**src/rtl/assert_macros.svh**
```systemverilog
// ---------------------------------------------------------------------------
// assert_macros.svh
// Shared concurrent assertion macros, clocked on clk_i, disabled in reset.
// ---------------------------------------------------------------------------
`ifndef ASSERT_MACROS_SVH
`define ASSERT_MACROS_SVH

// Check prop at every rising edge outside reset.
`define ARC_ASSERT(label, prop) \
  label: assert property (@(posedge clk_i) disable iff (!rst_ni) (prop)) \
    else $error("assertion failed");

// Check that cons holds in the cycle after ante.
`define ARC_ASSERT_NEXT(label, ante, cons) \
  `ARC_ASSERT(label, (ante) |=> (cons))

`endif

```
**src/rtl/arc_pkg.sv**
```systemverilog
// ---------------------------------------------------------------------------
// arc_pkg
// Types, sizes and codes of the ARP resolver with cache.
// ---------------------------------------------------------------------------
package arc_pkg;

  localparam int CACHE_ENTRIES   = 16;
  localparam int REQUEST_ENTRIES = 8;
  localparam int QUEUE_DEPTH     = 16;

  localparam int CIDX_W = (CACHE_ENTRIES > 1) ? $clog2(CACHE_ENTRIES) : 1;
  localparam int RIDX_W = (REQUEST_ENTRIES > 1) ? $clog2(REQUEST_ENTRIES) : 1;
  localparam int QIDX_W = (QUEUE_DEPTH > 1) ? $clog2(QUEUE_DEPTH) : 1;
  localparam int CCNT_W = $clog2(CACHE_ENTRIES + 1);
  localparam int RCNT_W = $clog2(REQUEST_ENTRIES + 1);
  localparam int QCNT_W = $clog2(QUEUE_DEPTH + 1);
  localparam int IDX_W  = (CCNT_W > RCNT_W) ?
                          ((CCNT_W > QCNT_W) ? CCNT_W : QCNT_W) :
                          ((RCNT_W > QCNT_W) ? RCNT_W : QCNT_W);

  localparam logic [47:0] MAC_BCAST = 48'hFFFF_FFFF_FFFF;

  localparam logic [1:0] CMD_SEND = 2'd0;
  localparam logic [1:0] CMD_RECV = 2'd1;
  localparam logic [1:0] CMD_TICK = 2'd2;

  localparam logic [1:0] KIND_IPV4 = 2'd0;
  localparam logic [1:0] KIND_ARP  = 2'd1;

  localparam logic [2:0] ACT_NONE    = 3'd0;
  localparam logic [2:0] ACT_SEND    = 3'd1;
  localparam logic [2:0] ACT_REQUEST = 3'd2;
  localparam logic [2:0] ACT_REPLY   = 3'd3;
  localparam logic [2:0] ACT_DELIVER = 3'd4;
  localparam logic [2:0] ACT_DROP    = 3'd5;

  typedef enum logic [1:0] {
    REG_OWN_MAC    = 2'd0,
    REG_OWN_IP     = 2'd1,
    REG_REQ_HOLD   = 2'd2,
    REG_CACHE_LIFE = 2'd3
  } arc_reg_e;

  typedef enum logic [3:0] {
    ST_IDLE,
    ST_SEND_CACHE,
    ST_SEND_REQ,
    ST_SEND_MISS,
    ST_SEND_ARQ,
    ST_RX,
    ST_LEARN,
    ST_LEARN_WR,
    ST_FLUSH,
    ST_REPLY,
    ST_TICK_REQ,
    ST_TICK_CACHE,
    ST_DONE
  } arc_state_e;

  typedef struct packed {
    logic [1:0]  cmd;
    logic [31:0] next_hop_ip;
    logic [15:0] packet_tag;
    logic [47:0] frame_dst_mac;
    logic [1:0]  frame_kind;
    logic        parse_ok;
    logic        arp_is_request;
    logic [31:0] arp_sender_ip;
    logic [47:0] arp_sender_mac;
    logic [31:0] arp_target_ip;
    logic [15:0] elapsed_ms;
  } arc_cmd_t;

  typedef struct packed {
    logic [2:0]  action;
    logic [47:0] dst_mac;
    logic [31:0] target_ip;
    logic [15:0] out_tag;
    logic        last;
  } arc_res_t;

  // Sequencer to output stage: push a word, or close the command.
  typedef struct packed {
    logic     push;
    logic     finish;
    arc_res_t res;
  } arc_emit_t;

endpackage

```
**src/rtl/arc_out_stage.sv**
```systemverilog
// ---------------------------------------------------------------------------
// arc_out_stage
// Holds one result word back so the final word of a command carries last.
// ---------------------------------------------------------------------------
module arc_out_stage import arc_pkg::*; (
  input  logic      clk_i,
  input  logic      rst_ni,
  input  arc_emit_t emit_i,
  output logic      res_valid_o,
  output arc_res_t  res_o
);

  logic     held_v_q, held_v_d;
  arc_res_t held_q, held_d;
  logic     out_v_q, out_v_d;
  arc_res_t out_q, out_d;

  always_comb begin
    held_v_d = held_v_q;
    held_d   = held_q;
    out_v_d  = 1'b0;
    out_d    = held_q;
    if (emit_i.push) begin
      // release the previous word, hold the new one
      out_v_d      = held_v_q;
      out_d.last   = 1'b0;
      held_v_d     = 1'b1;
      held_d       = emit_i.res;
    end else if (emit_i.finish) begin
      out_v_d = 1'b1;
      if (!held_v_q) begin
        out_d        = '0;
        out_d.action = ACT_NONE;
      end
      out_d.last = 1'b1;
      held_v_d   = 1'b0;
    end
  end

  always_ff @(posedge clk_i or negedge rst_ni) begin
    if (!rst_ni) begin
      held_v_q <= 1'b0;
      out_v_q  <= 1'b0;
    end else begin
      held_v_q <= held_v_d;
      out_v_q  <= out_v_d;
    end
  end

  always_ff @(posedge clk_i) begin
    held_q <= held_d;
    out_q  <= out_d;
  end

  assign res_valid_o = out_v_q;
  assign res_o       = out_q;

endmodule

```
**src/rtl/arp_resolver_with_cache.sv**
```systemverilog
// ---------------------------------------------------------------------------
// arp_resolver_with_cache
// ARP resolver: 16-entry cache, 8 pending requests, 16-word datagram queue.
// ---------------------------------------------------------------------------
// Pulse start while busy is low to hand in one command word. The block then
// holds busy high while a small sequencer walks the tables one entry per
// cycle; the cache and request scans share a single compare/add unit. Results
// come out on res_o, one word per res_valid_o pulse, and cannot be stalled:
// capture each word in the cycle it is shown. Every command yields at least
// one word and its final word has last set; busy drops at the edge that shows
// it. The table scans set how long a command runs: a send scans the cache up
// to the hit, and on a miss the request table too; an ARP receive scans the
// cache, then the queue; a tick scans the request table, then the cache; an
// IPv4 or dropped receive and an unknown command scan nothing. No clearing
// pass is needed after reset; valid bits clear at once.
// ---------------------------------------------------------------------------
`include "assert_macros.svh"

module arp_resolver_with_cache import arc_pkg::*; (
  input  logic        clk_i,
  input  logic        rst_ni,
  input  logic        cfg_we_i,
  input  logic [1:0]  cfg_idx_i,
  input  logic [47:0] cfg_data_i,
  input  logic        start,
  output logic        busy,
  input  arc_cmd_t    item_i,
  output logic        res_valid_o,
  output arc_res_t    res_o
);

  // configuration
  logic [47:0] own_mac_q;
  logic [31:0] own_ip_q, hold_q, life_q;

  // tables: valid bits reset, payload kept in plain flops
  logic [CACHE_ENTRIES-1:0]   cval_q;
  logic [31:0]                cip_q  [CACHE_ENTRIES];
  logic [47:0]                cmac_q [CACHE_ENTRIES];
  logic [31:0]                cage_q [CACHE_ENTRIES];
  logic [REQUEST_ENTRIES-1:0] rval_q;
  logic [31:0]                rip_q  [REQUEST_ENTRIES];
  logic [31:0]                rage_q [REQUEST_ENTRIES];
  logic [31:0]                qip_q  [QUEUE_DEPTH];
  logic [15:0]                qtag_q [QUEUE_DEPTH];
  logic [QCNT_W-1:0]          qcnt_q, qcnt_d;

  // sequencer
  arc_state_e        state_q, state_d;
  arc_cmd_t          item_q, item_d;
  logic [IDX_W-1:0]  idx_q, idx_d;
  logic [QCNT_W-1:0] n_q, n_d;
  logic              hit_q, hit_d, free_v_q, free_v_d;
  logic [IDX_W-1:0]  hidx_q, hidx_d, free_idx_q, free_idx_d, old_idx_q, old_idx_d;
  logic [31:0]       old_age_q, old_age_d;
  arc_emit_t         emit;

  // table write controls
  logic              cv_we, cv_wval, ce_we, ca_we;
  logic [CIDX_W-1:0] c_widx;
  logic [31:0]       ca_wval;
  logic              rv_we, rv_wval, re_we, ra_we;
  logic [RIDX_W-1:0] r_widx;
  logic [31:0]       ra_wval;
  logic              q_we;
  logic [QIDX_W-1:0] q_widx;
  logic [31:0]       q_wip;
  logic [15:0]       q_wtag;

  // read port at the scan pointer
  logic [CIDX_W-1:0] cidx;
  logic [RIDX_W-1:0] ridx;
  logic [QIDX_W-1:0] qidx;
  logic              c_v, r_v;
  logic [31:0]       c_ip, c_age, r_ip, r_age, q_ip;
  logic [47:0]       c_mac;
  logic [15:0]       q_tag;

  assign cidx  = idx_q[CIDX_W-1:0];
  assign ridx  = idx_q[RIDX_W-1:0];
  assign qidx  = idx_q[QIDX_W-1:0];
  assign c_v   = cval_q[cidx];
  assign c_ip  = cip_q[cidx];
  assign c_mac = cmac_q[cidx];
  assign c_age = cage_q[cidx];
  assign r_v   = rval_q[ridx];
  assign r_ip  = rip_q[ridx];
  assign r_age = rage_q[ridx];
  assign q_ip  = qip_q[qidx];
  assign q_tag = qtag_q[qidx];

  // shared unit: one IP compare, two age compares, one saturating add
  logic        in_req_scan, in_cache_scan, scan_first, scan_last;
  logic        sc_v, sc_match;
  logic [31:0] sc_ip, sc_key, sc_age, sc_limit;
  logic [32:0] sum;
  logic [31:0] sat_age;
  logic        send_hit, rx_good, q_end, reply_due, q_full;

  assign in_req_scan   = (state_q == ST_SEND_REQ) || (state_q == ST_TICK_REQ);
  assign in_cache_scan = !in_req_scan;
  assign sc_v     = in_req_scan ? r_v : c_v;
  assign sc_ip    = in_req_scan ? r_ip : c_ip;
  assign sc_age   = in_req_scan ? r_age : c_age;
  assign sc_limit = in_req_scan ? hold_q : life_q;
  assign sc_key   = (state_q == ST_LEARN) ? item_q.arp_sender_ip : item_q.next_hop_ip;
  assign sc_match = sc_v && (sc_ip == sc_key);
  assign scan_first = (idx_q == '0);
  assign scan_last  = in_req_scan ? (idx_q == IDX_W'(REQUEST_ENTRIES - 1))
                                  : (idx_q == IDX_W'(CACHE_ENTRIES - 1));
  assign sum     = {1'b0, sc_age} + {17'b0, item_q.elapsed_ms};
  assign sat_age = sum[32] ? 32'hFFFF_FFFF : sum[31:0];

  assign send_hit  = (state_q == ST_SEND_CACHE) && sc_match;
  assign rx_good   = ((item_q.frame_dst_mac == own_mac_q) ||
                      (item_q.frame_dst_mac == MAC_BCAST)) && item_q.parse_ok;
  assign q_end     = (IDX_W'(QCNT_W'(idx_q)) == idx_q) &&
                     (QCNT_W'(idx_q) == qcnt_q);
  assign reply_due = item_q.arp_is_request && (item_q.arp_target_ip == own_ip_q);
  assign q_full    = (qcnt_q == QCNT_W'(QUEUE_DEPTH));
  assign busy      = (state_q != ST_IDLE);

  // next state
  always_comb begin
    state_d = state_q;
    unique case (state_q)
      ST_IDLE: begin
        if (start) begin
          unique case (item_i.cmd)
            CMD_SEND: state_d = ST_SEND_CACHE;
            CMD_RECV: state_d = ST_RX;
            CMD_TICK: state_d = ST_TICK_REQ;
            default:  state_d = ST_DONE;
          endcase
        end
      end
      ST_SEND_CACHE: begin
        if (send_hit)       state_d = ST_DONE;
        else if (scan_last) state_d = ST_SEND_REQ;
      end
      ST_SEND_REQ:   if (scan_last) state_d = ST_SEND_MISS;
      ST_SEND_MISS:  state_d = ST_SEND_ARQ;
      ST_SEND_ARQ:   state_d = ST_DONE;
      ST_RX: begin
        if (rx_good && item_q.frame_kind == KIND_ARP) state_d = ST_LEARN;
        else                                          state_d = ST_DONE;
      end
      ST_LEARN:      if (scan_last) state_d = ST_LEARN_WR;
      ST_LEARN_WR:   state_d = ST_FLUSH;
      ST_FLUSH:      if (q_end) state_d = ST_REPLY;
      ST_REPLY:      state_d = ST_DONE;
      ST_TICK_REQ:   if (scan_last) state_d = ST_TICK_CACHE;
      ST_TICK_CACHE: if (scan_last) state_d = ST_DONE;
      ST_DONE:       state_d = ST_IDLE;
      default:       state_d = ST_IDLE;
    endcase
  end

  // datapath and outputs
  always_comb begin
    item_d     = item_q;
    idx_d      = idx_q;
    n_d        = n_q;
    qcnt_d     = qcnt_q;
    hit_d      = hit_q;
    hidx_d     = hidx_q;
    free_v_d   = free_v_q;
    free_idx_d = free_idx_q;
    old_idx_d  = old_idx_q;
    old_age_d  = old_age_q;
    emit       = '0;
    cv_we = 1'b0; cv_wval = 1'b0; ce_we = 1'b0; ca_we = 1'b0;
    c_widx = cidx; ca_wval = '0;
    rv_we = 1'b0; rv_wval = 1'b0; re_we = 1'b0; ra_we = 1'b0;
    r_widx = ridx; ra_wval = '0;
    q_we = 1'b0; q_widx = qcnt_q[QIDX_W-1:0];
    q_wip = item_q.next_hop_ip; q_wtag = item_q.packet_tag;

    // match, first free and oldest trackers for the send request scan and the learn scan
    if (state_q == ST_SEND_REQ || state_q == ST_LEARN) begin
      hit_d    = (!scan_first && hit_q) || sc_match;
      hidx_d   = ((scan_first || !hit_q) && sc_match) ? idx_q : hidx_q;
      free_v_d = (!scan_first && free_v_q) || !sc_v;
      free_idx_d = ((scan_first || !free_v_q) && !sc_v) ? idx_q : free_idx_q;
      if (scan_first || sc_age > old_age_q) begin
        old_idx_d = idx_q;
        old_age_d = sc_age;
      end
    end

    unique case (state_q) inside
      ST_IDLE: begin
        if (start) begin
          item_d = item_i;
          idx_d  = '0;
        end
      end
      ST_SEND_CACHE, ST_SEND_REQ, ST_LEARN: begin
        idx_d = scan_last ? '0 : idx_q + 1'b1;
        if (send_hit) begin
          emit.push            = 1'b1;
          emit.res.action      = ACT_SEND;
          emit.res.dst_mac     = c_mac;
          emit.res.out_tag     = item_q.packet_tag;
        end
      end
      ST_SEND_MISS: begin
        if (q_full) begin
          emit.push        = 1'b1;
          emit.res.action  = ACT_DROP;
          emit.res.out_tag = item_q.packet_tag;
        end else begin
          q_we   = 1'b1;
          qcnt_d = qcnt_q + 1'b1;
        end
      end
      ST_SEND_ARQ: begin
        if (!hit_q) begin
          emit.push          = 1'b1;
          emit.res.action    = ACT_REQUEST;
          emit.res.dst_mac   = MAC_BCAST;
          emit.res.target_ip = item_q.next_hop_ip;
          rv_we   = 1'b1;
          rv_wval = 1'b1;
          re_we   = 1'b1;
          ra_we   = 1'b1;
          r_widx  = free_v_q ? free_idx_q[RIDX_W-1:0] : old_idx_q[RIDX_W-1:0];
        end
      end
      ST_RX: begin
        idx_d = '0;
        if (rx_good && item_q.frame_kind == KIND_IPV4) begin
          emit.push        = 1'b1;
          emit.res.action  = ACT_DELIVER;
          emit.res.out_tag = item_q.packet_tag;
        end
      end
      ST_LEARN_WR: begin
        // known IP keeps its slot, else first free, else oldest
        cv_we   = 1'b1;
        cv_wval = 1'b1;
        ce_we   = 1'b1;
        ca_we   = 1'b1;
        c_widx  = hit_q ? hidx_q[CIDX_W-1:0] :
                  free_v_q ? free_idx_q[CIDX_W-1:0] : old_idx_q[CIDX_W-1:0];
        idx_d   = '0;
        n_d     = '0;
      end
      ST_FLUSH: begin
        if (q_end) begin
          qcnt_d = n_q;
        end else begin
          idx_d = idx_q + 1'b1;
          if (q_ip == item_q.arp_sender_ip) begin
            emit.push        = 1'b1;
            emit.res.action  = ACT_SEND;
            emit.res.dst_mac = item_q.arp_sender_mac;
            emit.res.out_tag = q_tag;
          end else begin
            // compact the survivors toward the head
            q_we   = 1'b1;
            q_widx = n_q[QIDX_W-1:0];
            q_wip  = q_ip;
            q_wtag = q_tag;
            n_d    = n_q + 1'b1;
          end
        end
      end
      ST_REPLY: begin
        if (reply_due) begin
          emit.push          = 1'b1;
          emit.res.action    = ACT_REPLY;
          emit.res.dst_mac   = item_q.arp_sender_mac;
          emit.res.target_ip = item_q.arp_sender_ip;
        end
      end
      ST_TICK_REQ, ST_TICK_CACHE: begin
        idx_d = scan_last ? '0 : idx_q + 1'b1;
        if (sc_v) begin
          ca_wval = sat_age;
          ra_wval = sat_age;
          ca_we   = in_cache_scan;
          ra_we   = in_req_scan;
          if (sat_age >= sc_limit) begin
            cv_we = in_cache_scan;
            rv_we = in_req_scan;
          end
        end
      end
      ST_DONE: emit.finish = 1'b1;
      default: ;
    endcase
  end

  // control registers
  always_ff @(posedge clk_i or negedge rst_ni) begin
    if (!rst_ni) begin
      state_q   <= ST_IDLE;
      qcnt_q    <= '0;
      cval_q    <= '0;
      rval_q    <= '0;
      own_mac_q <= '0;
      own_ip_q  <= '0;
      hold_q    <= 32'd5000;
      life_q    <= 32'd30000;
    end else begin
      state_q <= state_d;
      qcnt_q  <= qcnt_d;
      if (cv_we) cval_q[c_widx] <= cv_wval;
      if (rv_we) rval_q[r_widx] <= rv_wval;
      if (cfg_we_i) begin
        unique case (arc_reg_e'(cfg_idx_i))
          REG_OWN_MAC:    own_mac_q <= cfg_data_i;
          REG_OWN_IP:     own_ip_q  <= cfg_data_i[31:0];
          REG_REQ_HOLD:   hold_q    <= cfg_data_i[31:0];
          REG_CACHE_LIFE: life_q    <= cfg_data_i[31:0];
          default: ;
        endcase
      end
    end
  end

  // payload registers
  always_ff @(posedge clk_i) begin
    item_q     <= item_d;
    idx_q      <= idx_d;
    n_q        <= n_d;
    hit_q      <= hit_d;
    hidx_q     <= hidx_d;
    free_v_q   <= free_v_d;
    free_idx_q <= free_idx_d;
    old_idx_q  <= old_idx_d;
    old_age_q  <= old_age_d;
    if (ce_we) begin
      cip_q[c_widx]  <= item_q.arp_sender_ip;
      cmac_q[c_widx] <= item_q.arp_sender_mac;
    end
    if (ca_we) cage_q[c_widx] <= ca_wval;
    if (re_we) rip_q[r_widx]  <= item_q.next_hop_ip;
    if (ra_we) rage_q[r_widx] <= ra_wval;
    if (q_we) begin
      qip_q[q_widx]  <= q_wip;
      qtag_q[q_widx] <= q_wtag;
    end
  end

  arc_out_stage u_out (
    .clk_i       (clk_i),
    .rst_ni      (rst_ni),
    .emit_i      (emit),
    .res_valid_o (res_valid_o),
    .res_o       (res_o)
  );

  // busy ends exactly when the closing word is shown
  `ARC_ASSERT(a_last_on_release, $fell(busy) |-> (res_valid_o && res_o.last))
  // an accepted command holds the block busy
  `ARC_ASSERT_NEXT(a_busy_after_start, start && !busy, busy)
  // queue fill never passes its depth
  `ARC_ASSERT(a_queue_bound, qcnt_q <= QCNT_W'(QUEUE_DEPTH))

endmodule
```
**config.mk**
```make
export PLATFORM = sky130hd
export DESIGN_NAME = arp_resolver_with_cache
export DESIGN_NICKNAME = d
export VERILOG_FILES = /design/src/rtl/arc_pkg.sv /design/src/rtl/arc_out_stage.sv /design/src/rtl/arp_resolver_with_cache.sv
export VERILOG_INCLUDE_DIRS = /design/src /design/src/rtl
export SDC_FILE = /design/constraint.sdc
export NUM_CORES = 2
export LEC_CHECK = 0
export BUFFER_PORTS_ARGS = -buffer_cell sky130_fd_sc_hd__buf_2
export CAP_MARGIN = 20
export CORE_AREA = 2 2 439 550
export DETAILED_ROUTE_END_ITERATION = 8
export DIE_AREA = 0 0 441 552
export PLACE_DENSITY = 0.79
export SETUP_SLACK_MARGIN = 0.4
export SYNTH_ARGS = -nofsm -noshare
export SYNTH_HDL_FRONTEND = slang
export SYNTH_SLANG_ARGS = --single-unit
```
**constraint.sdc**
```tcl
create_clock -name clk_i -period 9.4 [get_ports clk_i]
set_input_delay 0.94 -clock clk_i [delete_from_list [all_inputs] [get_ports clk_i]]
set_output_delay 0.94 -clock clk_i [all_outputs]
set_load 0.02 [all_outputs]
```
; Yosys cells after proc, flatten, opt, wreduce, memory -nomap -nowiden
; Memories as Yosys holds them, arrays and structs flattened. A register that Yosys moved wholly into a read port is not among the register bits.
; Index checks and enable logic that the tools add are counted.
; Widths: inputs -> output; s select.
[word_totals]
inputBits = 284
out_inout_bits = 102
memories = 7
ff_bits = 662
ram_bits = 3072
word_cells = 265
latch_bits = 0
mem_bits_ro = 0
[op_classes]
bitwise = 0
n_addsub = 4
n_mux = 120
n_reduce_logical = 52
mul = 0
eq_ne = 37
magnitude_cmp = 8
shifts = 0
n_div = 0
[memory_table]
columns = memory, words, word_bits, read_ports, rd_ports_with_merged_regs, write_ports, line_no
row1 = cmac_q, 16, 48, 1, 1, 1, arp_resolver_with_cache.sv:39  ; logic [47:0] cmac_q [CACHE_ENTRIES];
row2 = cage_q, 16, 32, 1, 1, 1, arp_resolver_with_cache.sv:40  ; logic [31:0] cage_q [CACHE_ENTRIES];
row3 = cip_q, 16, 32, 1, 1, 1, arp_resolver_with_cache.sv:38  ; logic [31:0] cip_q [CACHE_ENTRIES];
row4 = qip_q, 16, 32, 1, 1, 1, arp_resolver_with_cache.sv:44  ; logic [31:0] qip_q [QUEUE_DEPTH];
row5 = qtag_q, 16, 16, 1, 1, 1, arp_resolver_with_cache.sv:45  ; logic [15:0] qtag_q [QUEUE_DEPTH];
row6 = rage_q, 8, 32, 1, 1, 1, arp_resolver_with_cache.sv:43  ; logic [31:0] rage_q [REQUEST_ENTRIES];
row7 = +1 memories, --, --, --, --, --, --
[ops]
columns = cell, count
row1 = $mux 32, 10
row2 = $mux 100, 2
row3 = $pmux 48 s4, 1
row4 = $mux 82, 2
row5 = $mux 49, 3
row6 = $mux 16, 8
row7 = $mux 99, 1
row8 = $eq 32x32->1, 3
row9 = $mux 4, 20
row10 = $pmux 16 s4, 1
row11 = $pmux 32 s2, 1
row12 = $eq 48x48->1, 1
row13 = $eq 48x48->1 const B, 1
row14 = $pmux 4 s11, 1
row15 = $mux 1, 39
row16 = $mux 5, 7
row17 = $add 32x16->33, 1
row18 = $ge 32x32->1, 1
row19 = $gt 32x32->1, 1
row20 = $mux 3, 7
row21 = $eq 4x4->1 const B, 5
row22 = $pmux 5 s2, 2
row23 = $pmux 5 s4, 1
row24 = $ne 2x2->1 const B, 9
row25 = 39 further kinds, 93

; Depth between registers and ports, before layout
[depth]
ltp_word = 9
depth_mapped = 41
ltp_nobuf = 27

; By module
; From an unflattened synthesis, not the netlist that was laid out.
[hier_totals]
hier_cells = 7195
area_unflattened_um2 = 147372.6
[modules_own_cells]
columns = mod, area_each_um2, seq_area_each_um2, cells_per_inst, n_inst
row1 = arp_resolver_with_cache, 141542.0, 105301.0, 6877, 1
row2 = arc_out_stage, 5830.6, 5054.8, 318, 1

; Least setup slack after synthesis
; Ideal clock, no wire load.
[synth_path]
path_type = register to register
startpoint = register (tool-made name)
endpoint = register cval_q[15]
synth_period_minus_slack_ns = 8.503
path_buffers = 12
stages_incl_launch_ff = 38
required_time_ns = 9.317
slack_ns = 0.897
setup_time_ns = 0.083
arrival_ns = 8.420
path_cell_list = dfxtp_1 buf_6 buf_8 buf_6 buf_6 buf_6 buf_4 buf_2 buf_2 buf_1 mux4_2 mux4_2 nor2_1 a31oi_1 fa_1 a21o_1 a21oi_1 o21ai_0 (+2 left out) nor2_1 and4_1 nand2b_1 clkbuf_1 clkbuf_1 nand2_1 ha_1 a21o_1 a21o_1 a21o_1 a21o_1 a21o_1 a21o_1 a221o_1 a22oi_1 clkbuf_1 o21ai_0 o21ai_0
[synth_lines]
columns = item, line_no
row1 = "end signal, assigned by index", arp_resolver_with_cache.sv:309  ; if (cv_we) cval_q[c_widx] <= cv_wval;
row2 = "end, declared", arp_resolver_with_cache.sv:37  ; logic [CACHE_ENTRIES-1:0] cval_q;

==> impl_metrics.csv <==
group,metric,value,unit
clock_network,cts_root_buffer,"clkbuf_16",
floorplan,core_area,0.239,mm2
pwr,power.density,279,mW/mm2
synthesis,yosys.cell_count.top_type,"edfxtp_1",
floorplan,num_rows,201,
global_routing,grt_pass1_vias,79700,
setup_path,worst_r2r_endpoint,"cval_q[5]",
routing,via_count,77700,
routing,drt.antenna.violating_nets,0,
pwr,power.leakage,0.0540,uW
synthesis,synth-async-reset-ratio,0.0479,
routing,wl_per_cell,34.9,um
place,hpwl,206,mm
clock_network,cts_tree,"built",
setup_path,crit_fanout,34,
setup_path,worstPathArrival,9.20,ns
synthesis,syn-mean-instance-area,20.6,um2
setup_path,cp-endpoint,"cval_q[5]",
timing,setup_viol_count_final,0,
setup_path,cp-end-kind,"flop",
routing,drt_pass1_iterations,6,
timing,maxSlewHeadroom,0.131,
global_routing,gr-total-overflow,0,
setup_path,critical_path_buf_inv_count,3,
synthesis,syn_area,0.147,mm2
synthesis,synth_cell_types,90,
global_routing,antenna_found_initial,31,
clock_network,ctsResizeCount,0,
routing,drt_iter0_drc,11200,
place,io_buffers,385,
timing,rsz0062_at_grt,"false",
hold_path,hold_path_class,"in -> async",
timing,skew,0.0875,ns
timing,finalCriticalPeriod,8.44,ns
timing,drv_slew,0,
timing,worst_pin_slew,1.30,ns
status,status,"complete, no violations",
timing,finalSetupTns,0,ns
timing,fin_crit_sh,0.898,
finish,postLayoutCoreUtil,0.691,
setup_path,crit_top_cell,"a21o_1",
floorplan,die-area,0.243,mm2
synthesis,synth_ff_type,"edfxtp_1",
synthesis,synth_top_area_cell,"edfxtp_1",
setup_path,crit_type,"reg -> reg",
flow_run,drv_cap,0,
setup_path,r2r_slack,0.96,ns
timing,max_freq,118,MHz
setup_path,critPathMaxStageDelay,0.68,ns
finish,syn2layout_area_growth,12.2,%
clock_network,cts_buffers,347,
clock_network,cts_max_level,5,
synthesis,yosysSeqAreaShare,0.751,
setup_path,start_kind,"flop",
clock_network,clk_latency,0.93,ns
synthesis,yosysWarnings,0,
pwr,peakVddDrop,221,uV
setup_path,cpMaxStageDelayCell,"dfxtp_4",
global_routing,grt_max_degree,134,
routing,totalWireLength,391,mm
clock_network,post_cts_buffers,0,
finish,fin_nets,8105,
synthesis,synthesis.nets,7512,
routing,via_per_inst,6.94,
place,gp_congestion,0.897,
synthesis,synth_commonest_cells,"edfxtp_1 (3455), mux4_2 (789), mux2i_1 (325)",
setup_path,critical-path-top-delay-family,"compound AO/OA/AOI/OAI gates",
synthesis,synth_edf_count,3455,
floorplan,die_w,441,um
timing,final_hold_viol_count,0,
synthesis,yosys_register_bits,3738,
floorplan,die_h,552,um
routing,route.detailed.drc,0,
floorplan,io_pins,386,
synthesis,syn-instance-count,7142,
finish,nFillCells,13800,
setup_path,path_depth,28,
synthesis,yosysTopAreaCellShare,0.706,
clock_network,clockBufferDepth,4,
global_routing,grt_pass1_wl,557,mm
clock_network,cts.sinks,3738,
clock_network,hold_buffers,0,
global_routing,grt_util_all_layers,0.321,
finish,drive_above_1_share,0.282,
setup_path,cp.required,10.16,ns
floorplan,start_util,0.616,
synthesis,netlist_top_cells_area,"edfxtp_1 (71%), mux4_2 (12%), dfrtp_1 (2.8%), mux2i_1 (2.2%), mux2_2 (1.6%)",
clock_network,clk_pin_slew,0.06,ns
setup_path,reg2reg_depth,28,
## kinds of logic (layout without fill, tap and decap cells)
family | count (synthesis) | count (layout) | share of synthesized area
other | 0 | 19 | 0
and+or+nand+nor | 805 | 805 | 0.0279
adders and majority gates | 86 | 86 | 0.00737
muxes | 1336 | 1336 | 0.160
xor gates and xnor gates | 165 | 165 | 0.00983
AOI/OAI and AO/OA | 581 | 581 | 0.0281
DFF | 3738 | 3738 | 0.751
buffers and inverters | 431 | 1308 | 0.0159
## registers in the layout (all words and copies together) (netlist names), 5 cells and up, named ones only
name / count
qip_q: 512
cmac_q: 768
idx_q: 5
old_age_q: 32
rval_q: 8
hold_q: 32
u_out.res_o: 100
own_mac_q: 48
own_ip_q: 32
cval_q: 16
life_q: 32
qcnt_q: 5
item_q: 228
cage_q: 512
n_q: 5
rip_q: 256
qtag_q: 256
rage_q: 256
cip_q: 512
u_out.held_q: 99
## power by group
group	leakage, uW	internal, uW	switching [uW]	total [uW]
clock	0.00558	8100	6150	14300
combinational	0.0145	4570	6800	11400
sequential	0.0340	19600	788	20300
## how the worst min path moves through the flow
stage                 endpoint  slack [ns]  depth (start not counted)             start
6_report          own_ip_q[16]        0.17                          1            rst_ni
5_1_grt            item_q[183]        0.18                          1       item_i[183]
4_1_cts            item_q[104]        0.16                          1       item_i[104]
3_5_place_dp   u_out.res_o[35]        0.44                          1  u_out.held_q[35]
3_3_place_gp   u_out.res_o[85]        0.44                          1  u_out.held_q[85]
2_1_floorplan  u_out.res_o[10]        0.43                          1  u_out.held_q[10]
## metrics by stage
step	cell area (um2)	total power (uW)	worst slack [ns]	hold WS [ns]	std cells
floorplan	147000	28300	0.897	0.429	7142
global placement	153000	31400	1.17	0.441	10500
detailed placement	153000	31700	0.885	0.440	10500
CTS	165000	45900	0.812	0.158	11200
global route	165000	47300	0.615	0.180	11200
finish	165000	46000	0.957	0.173	11200
## placed cells by master, fill, tap and decap left out, drive strengths merged, types with 22 or more instances in the layout
cell    Yosys  final
a21o       54     54
a21oi      91     91
a221o      51     51
a22o       54     54
a22oi      54     54
a31oi      46     46
and3       22     22
buf       220    608
bufinv      0     34
clkbuf    145    446
clkinv      0    122
dfrtp     167    167
dfxtp     104    104
edfxtp   3455   3455
ha         85     85
inv        66     78
mux2      222    222
mux2i     325    325
mux4      789    789
nand2     229    229
nand3      62     62
nand4      48     48
nor2      145    145
nor2b     134    134
nor3       44     44
nor4       40     40
o21ai      78     78
o22ai      44     44
xnor2      68     68
xor2       97     97
## layer usage
layer | GRT usage | vias up | routed length [um]
li1 | - | 30600 | -
met1 | 0.412 | 40100 | 130000
met2 | 0.522 | 5817 | 194000
met3 | 0.0634 | 1179 | 42600
met4 | 0.172 | 2 | 24600
met5 | 0 | - | 7
## cell type report
cell class / count / area [um2] / share of cell area
diodes: 19 / 47.5 / 0.000288
clock buffers: 445 / 9470 / 0.0575
clock inverters: 188 / 1980 / 0.0120
inverters: 66 / 260 / 0.00158
multi-input cells: 2973 / 34900 / 0.212
flip-flops and latches: 3738 / 110000 / 0.669
well taps: 3146 / 3940 / 0.0239
repair buffers: 609 / 3940 / 0.0239
## worst register-to-register path: cells and delay by family, from the launching register on
family	cells	cell delay (ns)
AND/OR/NAND/NOR	5	1.25
flip-flops	1	0.68
AO/OA/AOI/OAI	16	3.58
adder cells (fa/ha/maj)	2	0.73
multiplexers	2	1.04
buffers and inverters	3	1.03
(Power assumes the default switching activity.)
